[src/rtl/sdt_pkg.sv]
// Shared types, constants and codes for the sorted date table with expiry.
package sdt_pkg;

  localparam int unsigned DateW             = 19;
  localparam int unsigned CountW            = 7;
  localparam int unsigned TableDepthDefault = 64;

  localparam logic [DateW-1:0] DateLow  = 19'd1;
  localparam logic [DateW-1:0] DateHigh = 19'd500000;

  typedef enum logic [1:0] {
    REQ_INSERT = 2'd0,
    REQ_STEP   = 2'd1,
    REQ_LOOKUP = 2'd2
  } sdt_req_e;

  typedef enum logic [1:0] {
    ST_OK        = 2'd0,
    ST_BAD_DATES = 2'd1,
    ST_FULL      = 2'd2
  } sdt_status_e;

  typedef enum logic [2:0] {
    OP_NONE,
    OP_LOAD,
    OP_SEARCH,
    OP_SHIFT,
    OP_PLACE,
    OP_PRUNE
  } sdt_op_e;

  typedef struct packed {
    logic [1:0]       req_type;
    logic [DateW-1:0] ev_date;
    logic [DateW-1:0] er_date;
    logic [DateW-1:0] step_date;
  } sdt_req_t;

  typedef struct packed {
    logic [1:0]        status;
    logic              found;
    logic [CountW-1:0] entry_count;
    logic [DateW-1:0]  max_er_date;
    logic [CountW-1:0] removed_count;
  } sdt_rsp_t;

  typedef struct packed {
    logic [DateW-1:0] ev;
    logic [DateW-1:0] er;
  } sdt_entry_t;

  typedef struct packed {
    sdt_op_e op;
  } sdt_cmd_t;

  typedef struct packed {
    logic bad_dates;
    logic prune_needed;
    logic at_end;
    logic scan_end;
    logic hit;
    logic full;
    logic shift_last;
  } sdt_stat_t;

  function automatic logic dates_bad(logic [DateW-1:0] ev, logic [DateW-1:0] er);
    return (ev <= DateLow) || (ev >= DateHigh) || (er <= DateLow) || (er >= DateHigh) ||
           (ev < er);
  endfunction

endpackage

[src/rtl/sdt_ctrl.sv]
// Controller state machine that sequences search, shift, place and prune passes.
module sdt_ctrl import sdt_pkg::*; (
  input  logic       clk_i,
  input  logic       rst_ni,
  input  logic       start,
  input  logic [1:0] req_type_i,
  input  sdt_stat_t  stat_i,
  output sdt_cmd_t   cmd_o,
  output logic       busy,
  output logic       done_o
);

  typedef enum logic [2:0] {
    S_IDLE,
    S_SEARCH,
    S_SHIFT,
    S_PLACE,
    S_PRUNE
  } state_e;

  state_e     state_q, state_d;
  logic [1:0] kind_q, kind_d;
  logic       done_q, done_d;

  always_comb begin
    state_d   = state_q;
    kind_d    = kind_q;
    done_d    = 1'b0;
    cmd_o.op  = OP_NONE;
    unique case (state_q)
      S_IDLE: begin
        if (start) begin
          cmd_o.op = OP_LOAD;
          kind_d   = req_type_i;
          if (req_type_i == REQ_INSERT) begin
            if (stat_i.bad_dates) begin
              done_d = 1'b1;
            end else begin
              state_d = S_SEARCH;
            end
          end else if (req_type_i == REQ_STEP) begin
            if (stat_i.prune_needed) begin
              state_d = S_PRUNE;
            end else begin
              done_d = 1'b1;
            end
          end else if (req_type_i == REQ_LOOKUP) begin
            state_d = S_SEARCH;
          end else begin
            done_d = 1'b1;
          end
        end
      end
      S_SEARCH: begin
        cmd_o.op = OP_SEARCH;
        if (stat_i.scan_end) begin
          if (kind_q == REQ_INSERT && !stat_i.hit && !stat_i.full) begin
            state_d = stat_i.at_end ? S_PLACE : S_SHIFT;
          end else begin
            state_d = S_IDLE;
            done_d  = 1'b1;
          end
        end
      end
      S_SHIFT: begin
        cmd_o.op = OP_SHIFT;
        if (stat_i.shift_last) begin
          state_d = S_PLACE;
        end
      end
      S_PLACE: begin
        cmd_o.op = OP_PLACE;
        state_d  = S_IDLE;
        done_d   = 1'b1;
      end
      S_PRUNE: begin
        cmd_o.op = OP_PRUNE;
        if (stat_i.at_end) begin
          state_d = S_IDLE;
          done_d  = 1'b1;
        end
      end
      default: begin
        state_d = S_IDLE;
      end
    endcase
  end

  always_ff @(posedge clk_i or negedge rst_ni) begin
    if (!rst_ni) begin
      state_q <= S_IDLE;
      kind_q  <= 2'd0;
      done_q  <= 1'b0;
    end else begin
      state_q <= state_d;
      kind_q  <= kind_d;
      done_q  <= done_d;
    end
  end

  assign busy   = (state_q != S_IDLE);
  assign done_o = done_q;

  // A result is only announced once the sequencer is back at rest.
  a_done_idle: assert property (@(posedge clk_i) disable iff (!rst_ni)
    done_q |-> (state_q == S_IDLE))
    else $error("result strobe while a pass is still running");

  // The shift pass can only follow a search that missed.
  a_shift_order: assert property (@(posedge clk_i) disable iff (!rst_ni)
    (state_q == S_SHIFT) |-> ($past(state_q) == S_SEARCH || $past(state_q) == S_SHIFT))
    else $error("shift pass entered without a search");

  // An accepted beat always leaves the idle state or raises the strobe.
  a_accept_progress: assert property (@(posedge clk_i) disable iff (!rst_ni)
    (start && !busy) |=> (busy || done_q))
    else $error("accepted beat was dropped");

endmodule

[src/rtl/sdt_dpath.sv]
// Datapath: entry memory, pointers, running maximum and result registers.
module sdt_dpath import sdt_pkg::*; #(
  parameter int unsigned TableDepth = TableDepthDefault
) (
  input  logic      clk_i,
  input  logic      rst_ni,
  input  sdt_req_t  req_i,
  input  sdt_cmd_t  cmd_i,
  output sdt_stat_t stat_o,
  output sdt_rsp_t  rsp_o
);

  localparam int unsigned AddrW = (TableDepth > 1) ? $clog2(TableDepth) : 1;
  localparam int unsigned CntW  = $clog2(TableDepth + 1);
  localparam logic [CntW-1:0] DepthC = CntW'(TableDepth);
  localparam logic [CntW-1:0] OneC   = CntW'(1);

  sdt_entry_t mem_q [TableDepth];
  sdt_entry_t rd_data_q;

  sdt_req_t         req_q, req_d;
  logic [CntW-1:0]  cnt_q, cnt_d;
  logic [DateW-1:0] max_q, max_d;
  logic [CntW-1:0]  ptr_q, ptr_d;
  logic [CntW-1:0]  wptr_q, wptr_d;
  logic [DateW-1:0] mmax_q, mmax_d;
  logic [1:0]       status_q, status_d;
  logic             found_q, found_d;
  logic [CntW-1:0]  removed_q, removed_d;

  logic             mem_we;
  logic [AddrW-1:0] mem_wa;
  sdt_entry_t       mem_wd;
  logic [AddrW-1:0] rd_addr;
  logic [CntW-1:0]  shift_dst;

  logic at_end, scan_end, hit, full, bad_in;

  assign at_end    = (ptr_q >= cnt_q);
  assign scan_end  = at_end || (rd_data_q.ev >= req_q.ev_date);
  assign hit       = !at_end && (rd_data_q.ev == req_q.ev_date);
  assign full      = (cnt_q >= DepthC);
  assign bad_in    = dates_bad(req_i.ev_date, req_i.er_date);
  assign shift_dst = ptr_q + OneC;

  assign stat_o.bad_dates    = bad_in;
  assign stat_o.prune_needed = (cnt_q != '0) && (req_i.step_date < max_q);
  assign stat_o.at_end       = at_end;
  assign stat_o.scan_end     = scan_end;
  assign stat_o.hit          = hit;
  assign stat_o.full         = full;
  assign stat_o.shift_last   = (ptr_q == wptr_q);

  always_comb begin
    req_d     = req_q;
    cnt_d     = cnt_q;
    max_d     = max_q;
    ptr_d     = ptr_q;
    wptr_d    = wptr_q;
    mmax_d    = mmax_q;
    status_d  = status_q;
    found_d   = found_q;
    removed_d = removed_q;
    mem_we    = 1'b0;
    mem_wa    = ptr_q[AddrW-1:0];
    mem_wd    = rd_data_q;
    case (cmd_i.op)
      OP_LOAD: begin
        req_d     = req_i;
        ptr_d     = '0;
        wptr_d    = '0;
        mmax_d    = '0;
        found_d   = 1'b0;
        removed_d = '0;
        status_d  = (req_i.req_type == REQ_INSERT && bad_in) ? ST_BAD_DATES : ST_OK;
      end
      OP_SEARCH: begin
        if (!scan_end) begin
          ptr_d = ptr_q + OneC;
        end else begin
          // Remember the insert position and prime the read for a shift pass.
          wptr_d = ptr_q;
          ptr_d  = cnt_q - OneC;
          if (req_q.req_type == REQ_LOOKUP) begin
            found_d = hit;
          end else if (req_q.req_type == REQ_INSERT) begin
            if (hit) begin
              found_d   = 1'b1;
              mem_we    = 1'b1;
              mem_wd.ev = req_q.ev_date;
              mem_wd.er = (req_q.er_date < rd_data_q.er) ? req_q.er_date : rd_data_q.er;
              if (req_q.er_date > max_q) begin
                max_d = req_q.er_date;
              end
            end else if (full) begin
              status_d = ST_FULL;
            end
          end
        end
      end
      OP_SHIFT: begin
        mem_we = 1'b1;
        mem_wa = shift_dst[AddrW-1:0];
        ptr_d  = ptr_q - OneC;
      end
      OP_PLACE: begin
        mem_we    = 1'b1;
        mem_wa    = wptr_q[AddrW-1:0];
        mem_wd.ev = req_q.ev_date;
        mem_wd.er = req_q.er_date;
        cnt_d     = cnt_q + OneC;
        if (req_q.er_date > max_q) begin
          max_d = req_q.er_date;
        end
      end
      OP_PRUNE: begin
        if (!at_end) begin
          ptr_d = ptr_q + OneC;
          if (req_q.step_date >= rd_data_q.er) begin
            mem_we = 1'b1;
            mem_wa = wptr_q[AddrW-1:0];
            wptr_d = wptr_q + OneC;
            if (rd_data_q.er > mmax_q) begin
              mmax_d = rd_data_q.er;
            end
          end else begin
            removed_d = removed_q + OneC;
          end
        end else begin
          cnt_d = wptr_q;
          max_d = mmax_q;
        end
      end
      default: begin
      end
    endcase
  end

  // Pointers may run one past either end of the table; those reads are ignored.
  always_comb begin
    if (ptr_d < DepthC) begin
      rd_addr = ptr_d[AddrW-1:0];
    end else begin
      rd_addr = '0;
    end
  end

  always_ff @(posedge clk_i) begin
    if (mem_we) begin
      mem_q[mem_wa] <= mem_wd;
    end
    rd_data_q <= mem_q[rd_addr];
  end

  always_ff @(posedge clk_i or negedge rst_ni) begin
    if (!rst_ni) begin
      req_q     <= '0;
      cnt_q     <= '0;
      max_q     <= '0;
      ptr_q     <= '0;
      wptr_q    <= '0;
      mmax_q    <= '0;
      status_q  <= ST_OK;
      found_q   <= 1'b0;
      removed_q <= '0;
    end else begin
      req_q     <= req_d;
      cnt_q     <= cnt_d;
      max_q     <= max_d;
      ptr_q     <= ptr_d;
      wptr_q    <= wptr_d;
      mmax_q    <= mmax_d;
      status_q  <= status_d;
      found_q   <= found_d;
      removed_q <= removed_d;
    end
  end

  assign rsp_o.status        = status_q;
  assign rsp_o.found         = found_q;
  assign rsp_o.entry_count   = CountW'(cnt_q);
  assign rsp_o.max_er_date   = max_q;
  assign rsp_o.removed_count = CountW'(removed_q);

  a_cnt_range: assert property (@(posedge clk_i) disable iff (!rst_ni)
    cnt_q <= DepthC)
    else $error("entry count beyond table depth");

  // Compaction never writes ahead of the entry it is reading.
  a_prune_order: assert property (@(posedge clk_i) disable iff (!rst_ni)
    (cmd_i.op == OP_PRUNE) |-> (wptr_q <= ptr_q))
    else $error("prune write pointer overtook read pointer");

  // A place always grows the table by exactly one entry.
  a_place_grow: assert property (@(posedge clk_i) disable iff (!rst_ni)
    (cmd_i.op == OP_PLACE) |=> (cnt_q == $past(cnt_q) + OneC))
    else $error("place did not add one entry");

endmodule

[src/rtl/sorted_date_table_with_expiry.sv]
// Top level of the sorted date table with expiry: controller plus datapath.
//
//   channel   signals                      handshake
//   -------   --------------------------   ------------------------------------
//   request   start, busy, req_i           beat taken when start high, busy low
//   result    done_o, rsp_o                one beat per request, done_o for one
//                                          cycle, cannot be held off
//
// Passes: a lookup scans the entries from the first one up to the position
// that it stops at; an insert of a new date searches, moves the later entries
// up one place and writes the new entry; a time step that prunes compacts the
// whole table. A refused insert, a step with nothing to prune and an unused
// request code answer in the next cycle. The length of a pass is set by the
// single read port and single write port of the entry memory, which every
// pass walks one entry per cycle. Reset clears the entry count and the running
// maximum; the memory itself is not cleared, since only entries below the count
// are ever read. The result side cannot stall, and a new beat may be taken in
// the same cycle that the previous result is on the ports.
module sorted_date_table_with_expiry import sdt_pkg::*; #(
  parameter int unsigned TableDepth = TableDepthDefault
) (
  input  logic     clk_i,
  input  logic     rst_ni,
  input  logic     start,
  output logic     busy,
  input  sdt_req_t req_i,
  output logic     done_o,
  output sdt_rsp_t rsp_o
);

  sdt_cmd_t  cmd;
  sdt_stat_t stat;

  // The controller decides which pass runs next from the datapath status.
  sdt_ctrl u_ctrl (
    .clk_i      (clk_i),
    .rst_ni     (rst_ni),
    .start      (start),
    .req_type_i (req_i.req_type),
    .stat_i     (stat),
    .cmd_o      (cmd),
    .busy       (busy),
    .done_o     (done_o)
  );

  // The datapath holds the sorted entries and the result registers, which
  // hold from the end of one request until the next one is accepted.
  sdt_dpath #(
    .TableDepth (TableDepth)
  ) u_dpath (
    .clk_i  (clk_i),
    .rst_ni (rst_ni),
    .req_i  (req_i),
    .cmd_i  (cmd),
    .stat_o (stat),
    .rsp_o  (rsp_o)
  );

endmodule

[config.mk]
export PLATFORM = sky130hd
export DESIGN_NAME = sorted_date_table_with_expiry
export DESIGN_NICKNAME = d
export VERILOG_FILES = /design/src/rtl/sdt_pkg.sv /design/src/rtl/sdt_ctrl.sv /design/src/rtl/sdt_dpath.sv /design/src/rtl/sorted_date_table_with_expiry.sv
export SDC_FILE = /design/constraint.sdc
export NUM_CORES = 2
export LEC_CHECK = 0
export BUFFER_PORTS_ARGS = -buffer_cell sky130_fd_sc_hd__buf_2
export CAP_MARGIN = 0
export CORE_MARGIN = 1
export CORE_UTILIZATION = 45
export CTS_CLUSTER_DIAMETER = 80
export DETAILED_ROUTE_END_ITERATION = 10
export PLACE_DENSITY = 0.67
export SYNTH_ARGS = -nofsm -noshare
export SYNTH_HDL_FRONTEND = slang
export SYNTH_HIERARCHICAL = 1
export SYNTH_SLANG_ARGS = --single-unit
[constraint.sdc]
create_clock -name clk_i -period 8.5 [get_ports clk_i]
set_clock_uncertainty 0.15 [all_clocks]
set_input_delay 0.85 -clock clk_i [delete_from_list [all_inputs] [get_ports clk_i]]
set_output_delay 0.85 -clock clk_i [all_outputs]
set_load 0.02 [all_outputs]
# Yosys cells after proc, flatten, opt, wreduce, memory -nomap -nowiden
# Memory sizes are Yosys's and may differ from the RTL's. A register that Yosys moved wholly into a read port is not among the register bits.
# Index checks and enable logic that the tools add are counted.
word_totals:
  register_bits: 134
  mem_bits_rw: 2432
  input_bits: 62
  out_inout_bits: 38
  mem_count: 1
mem_list:
  columns: ["name", "words", "word_bits", "read_ports", "rd_ports_with_merged_regs", "wr", "line_no", "source"]
  rows:
  - ["u_dpath.mem_q", 64, 38, 1, 1, 1, "sdt_dpath.sv:18", "sdt_entry_t mem_q [TableDepth];"]
op_classes:
  addsub: 6
  magnitude_cmp: 14
  n_eq_ne: 34
  n_mux: 78
  n_reduce_logical: 34
ops:
  columns: ["cell", "count"]
  rows:
  - ["2-to-1 mux 19 bit", 10]
  - ["2-to-1 mux 38 bit", 4]
  - ["case mux 38 bit (2 select lines)", 1]
  - ["less-than comparator 19 bit", 3]
  - ["case mux 19 bit (3 select lines)", 1]
  - ["2-to-1 mux 7 bit", 8]
  - [">= comparator 19 bit", 2]
  - [">= comparator 19 bit (second input constant)", 2]
  - ["greater-than comparator 19 bit", 2]
  - ["less-or-equal comparator 19 x 1 -> 1 bit (second input constant)", 2]
  - ["case mux 19 bit (2 select lines)", 1]
  - ["2-to-1 mux 3 bit", 10]
  - ["adder 7 x 1 -> 7 bit (second input constant)", 4]
  - ["case mux 7 bit (2 select lines)", 2]
  - ["case mux 7 bit (4 select lines)", 1]
  - ["2-to-1 mux 1 bit", 24]
  - ["case mux 7 bit (3 select lines)", 1]
  - ["equality test 19 bit", 1]
  - ["2-to-1 mux 6 bit", 3]
  - ["inequality test 2 x 1 -> 1 bit (second input constant)", 9]
  - ["case mux 6 bit (3 select lines)", 1]
  - ["case mux 3 bit (5 select lines)", 1]
  - ["subtractor 7 x 1 -> 7 bit (second input constant)", 2]
  - ["equality test 3 x 2 -> 1 bit (second input constant)", 4]
  - ["other kinds (33)", 67]

# Longest topological paths before layout
logic_depth:
  depth_word: 10
  depth_mapped: 22

# Modules after synthesis
# The synthesis kept the hierarchy.
by_module_without_submodules:
  columns: ["module", "n_inst", "cells_each", "area_each_um2", "seq_area_each_um2"]
  rows:
  - ["sdt_dpath", 1, 7182, 104686.7, 76993.8]
  - ["sdt_ctrl", 1, 50, 445.4, 150.1]

# Worst setup path after synthesis
# No wires, ideal clock.
synth_path:
  kind: "reg2reg"
  startpoint: "register u_dpath.cnt_q[2]"
  endpoint: "memory u_dpath/mem_q[14][0] in the netlist's numbering, enable pin"
  setup_time_ns: 0.481
  arrival_time_ns: 5.907
  setup_slack_ns: 1.962
  stages_incl_launch_ff: 16
  synth_period_minus_slack_ns: 6.538
  path_cell_list: "dfrtp_1 clkbuf_1 inv_1 ha_1 a21oi_1 o21ai_1 a211oi_4 clkbuf_1 and2_0 clkbuf_1 a221oi_1 o21ai_0 clkbuf_1 nand3_1 clkbuf_1 nor3_1"
synth_via:
  elab_chain_len: 10
  elab_cells_between_ends: 14
  cone_classes: "1 x order compare; 10 x mux; 3 x reduce/logical"
synth_lines:
  columns: ["element", "line_no", "source"]
  rows:
  - ["start, declared", "sdt_dpath.sv:22", "logic [CntW-1:0] cnt_q, cnt_d;"]
  - ["start signal, assigned", "sdt_dpath.sv:168", "cnt_q <= cnt_d;"]
  - [">= comparator 7 bit (*)", "sdt_dpath.sv:39", "assign at_end = (ptr_q >= cnt_q);"]
  - ["logical NOT 1 bit", "sdt_dpath.sv:41", "assign hit = !at_end && (rd_data_q.ev == req_q.ev_date);"]
  - ["logical AND 1 bit", "sdt_dpath.sv:41", null]
  - ["2-to-1 mux 1 bit", "sdt_dpath.sv:87", "if (hit) begin"]
  - ["2-to-1 mux 1 bit", "sdt_dpath.sv:86", "end else if (req_q.req_type == REQ_INSERT) begin"]
  - ["2-to-1 mux 1 bit", "sdt_dpath.sv:84", "if (req_q.req_type == REQ_LOOKUP) begin"]
  - ["2-to-1 mux 1 bit", "sdt_dpath.sv:78", "if (!scan_end) begin"]
  - ["case mux 1 bit (3 select lines)", "sdt_dpath.sv:67", "case (cmd_i.op)"]
  - ["2-to-1 mux 1 bit", "sdt_dpath.sv:149", "if (mem_we) begin"]
  - ["2-to-1 mux 1 bit (implied by the code)", "sdt_dpath.sv:150", "mem_q[mem_wa] <= mem_wd;"]
  - ["end, declared", "sdt_dpath.sv:18", null]
# Mark *: on every way between the ends. The rest lies on a longest branch, timed or not.

==> summary.txt <==
STA
  – Worst-Margin Slew: 1.425 ns
  – Achievable Freq: 132.9 MHz
  – Setup tns final: 0 ns
  – Endpoints failing setup: 0
  – Max-slew violation count: 0
  – Relative slew slack: 5.019%
  – Hold Worst Slack: 0.04678 ns
  – Tmin final: 7.523 ns
  – Final WS setup: 0.9774 ns
  – RSZ-0062 raised after global routing: no
  – Final Hold Viols: 0
  – Final Cycle Share: 88.50%

Yosys
  – Cell taking the most area after synthesis: edfxtp_1
  – Syn. warnings: 6
  – EDFF count, synth: 2432
  – Ys flop type: edfxtp_1
  – Syn Nets: 7438
  – Post-synthesis sequential area ratio: 73.38%
  – Synth unique cells: 86
  – Post-Syn Instances: 7232
  – Yosys reg bits: 2604
  – Synth async-reset ratio: 5.146%
  – Mapped Area: 0.1051 sq mm
  – Mean Syn Cell Area: 14.54 sq um
  – Synth top area cells: edfxtp_1 69%, mux2i_1 4.6%, nand2_1 4.3%, dfrtp_1 3.2%, nand3_1 1.8%
  – Post-synth top area share: 69.47%

Drt
  – Total Wirelength: 315.4 mm
  – DRC viols: 0
  – Met1 wire length: 124.1 mm
  – Initial drt markers: 9120
  – Vias per cell: 6.269
  – Met2 wire length: 143.4 mm
  – Uppermost routed layer: met5
  – Met3 WL: 36.17 mm
  – First-pass DRT Iterations: 6
  – Vias: 66720
  – Final ANT Viol Nets: 0
  – WL per Instance: 29.63 microns

Worst setup path
  – Setup Crit Path Kind: flop to flop
  – Worst-path fanout max: 34
  – CP endpoint kind: flop
  – Req. time, crit path: 9.09 ns
  – FF-to-FF setup slack: 0.98 ns
  – Depth of the worst register-to-register path: 16
  – Setup crit start kind: flop
  – Crit path DAT: 8.11 ns

Layout
  – Fill cells: 18700
  – Share of layout cells above drive strength 1: 12.19%
  – Area Overhead vs Synth: 13.30%
  – Finished Cell Area: 0.1191 sq mm
  – Final net count: 7610

GRT
  – First-pass GRT wire length: 453.0 mm
  – GRT overflow: 0
  – Largest net degree at the start of global routing: 150
  – Vias in the first global route: 63810
  – Overall routing resource usage: 26.34%
  – Antenna violations before repair: 18

CTS
  – Clk Tree Root Cell: clkbuf_16
  – Skew-Pair Late Insertion Delay: 0.95 ns
  – Total CTS buffers: 281
  – CTS tree: yes
  – Clock sinks: 2604
  – CTS H-tree depth: 5
  – Reg clk slew, reported paths: 0.06 ns
  – CTS max path bufs: 4
  – Post-CTS Setup Repair Bufs: 0

Die
  – Rows: 177
  – DIE AREA: 0.2356 sq mm
  – Die W: 485.4 microns
  – DIE HEIGHT: 485.4 microns
  – Initial Utilization: 45.25%
  – Core area: 0.2323 sq mm
  – Ports: 100

Placed design
  – DP Worst Slack: 1.317 ns
  – Placed cell areas: 0.1105 sq mm
  – Post-detail-place hpwl: 183.6 mm
  – Buffers on Ports: 99
  – Routability cong.: 0.9141

Outcome
  – Status: finished clean

Min path
  – HP Class: input port to flop
  – Min-Delay Path Depth: 2

Flow run
  – Max-cap viol count: 0
==> kinds of logic after synthesis <==
| group | Yosys count | synth area share (%) |
|---|---|---|
| XOR/XNOR | 24 | 0.1999 |
| AO/OA/AOI/OAI | 1366 | 8.979 |
| multiplexers | 559 | 5.451 |
| adder cells (fa/ha/maj) | 144 | 1.714 |
| AND/OR/NAND/NOR | 1953 | 8.005 |
| buffers and inverters | 582 | 2.273 |
| flip-flops | 2604 | 73.38 |
==> sequential cells by signal (all words and copies together), names as in the netlist <==
name               cells
u_dpath/removed_q      7
u_dpath/max_q         19
u_dpath/rd_data_q     38
u_dpath/req_q         59
u_dpath/cnt_q          7
u_ctrl/state_q         3
u_dpath/ptr_q          7
u_dpath/mem_q       2432
u_ctrl/done_o          1
u_ctrl/kind_q          2
u_dpath/found_q        1
u_dpath/wptr_q         7
u_dpath/mmax_q        19
u_dpath/status_q       2
==> worst max-delay path, cell delays in order, from the launching register on <==
cell and delay [ns]:
dfrtp_1 0.74, ha_1 0.36, a21oi_1 0.16, o21ai_1 0.13, a211oi_4 0.22, buf_4 0.29
and4_1 0.52, inv_2 0.21, mux2i_1 0.37, and3_2 0.60, inv_2 0.43, nor3_4 0.65
buf_4 0.64, a32oi_1 0.22, a22oi_1 0.57, o211ai_1 0.48, a22o_1 0.45
==> layout by cell type (no fill, tap or decap), types with 144 or more instances in the layout <==
cell type,Yosys,layout
edfxtp_1,2432,2432
nand2_1,1200,1196
mux2i_1,478,477
nand3_1,382,381
clkbuf_16,0,288
o21ai_0,269,267
a21oi_1,223,220
buf_4,15,199
a221oi_1,156,156
ha_1,144,144
==> routing by layer <==
metal | track usage, % | up-vias
met5 | 0 | -
met4 | 9.751 | 10
met3 | 5.576 | 577
met2 | 40.37 | 4243
met1 | 36.98 | 33660
li1 | - | 28230
==> cell usage after synthesis, drive strengths merged (12+ instances only) <==
| cell type | n |
|---|---|
| a31o | 17 |
| inv | 128 |
| xnor2 | 14 |
| a211oi | 19 |
| a21o | 32 |
| ha | 144 |
| a221oi | 156 |
| nor4 | 17 |
| o22ai | 77 |
| nor3 | 38 |
| mux2i | 478 |
| dfxtp | 38 |
| a32o | 16 |
| nor2 | 147 |
| o2bb2ai | 12 |
| nand2 | 1201 |
| mux2 | 78 |
| o211ai | 72 |
| nand3 | 382 |
| o21a | 13 |
| o21ai | 278 |
| a21oi | 224 |
| nand2b | 24 |
| clkbuf | 272 |
| nor2b | 16 |
| a32oi | 91 |
| o221a | 19 |
| and3 | 31 |
| buf | 182 |
| a22oi | 31 |
| a22o | 39 |
| o311ai | 26 |
| dfrtp | 134 |
| o221ai | 51 |
| a31oi | 142 |
| edfxtp | 2432 |
| nand4 | 64 |
==> metrics by stage <==
stage	util [%]	instances
detailed placement	47.57	10160
global placement	47.57	10160
CTS	51.27	10640
finish	51.27	10640
floorplan	-	7232
global route	51.27	10640
==> area by class of cell <==
class	count	area (sq um)	area share, %
antenna	4	10.01	0.008403
clock buffer	365	7596	6.377
clock inverter	110	917.1	0.7700
inverter	128	490.5	0.4118
multi-input combinational	4046	26320	22.10
sequential	2604	77140	64.76
tap	3043	3807	3.196
timing repair buffer	343	2826	2.373
==> repair_timing <==
action | 4_1_cts | 5_1_grt
gates resized for setup | 0 | 0
endpoints found under the hold margin | 72 | 0
hold buffers | 7 | 0
==> final timing paths <==
path | start | end
setup / recovery | u_dpath/ptr_q[2] | u_dpath/rd_data_q[8]
max in group asynchronous | rst_ni | u_ctrl/state_q[0]
setup reg to reg | u_dpath/ptr_q[2] | u_dpath/rd_data_q[8]
hold / removal | req_i[2] | u_dpath/req_q[2]
min in group asynchronous | rst_ni | u_dpath/req_q[22]
hold reg to reg | u_dpath/status_q[1] | u_dpath/status_q[1]
Power is left out: the tool's default activity adds up to more than one toggle a clock period on the data nets, which glitch-free logic cannot reach.
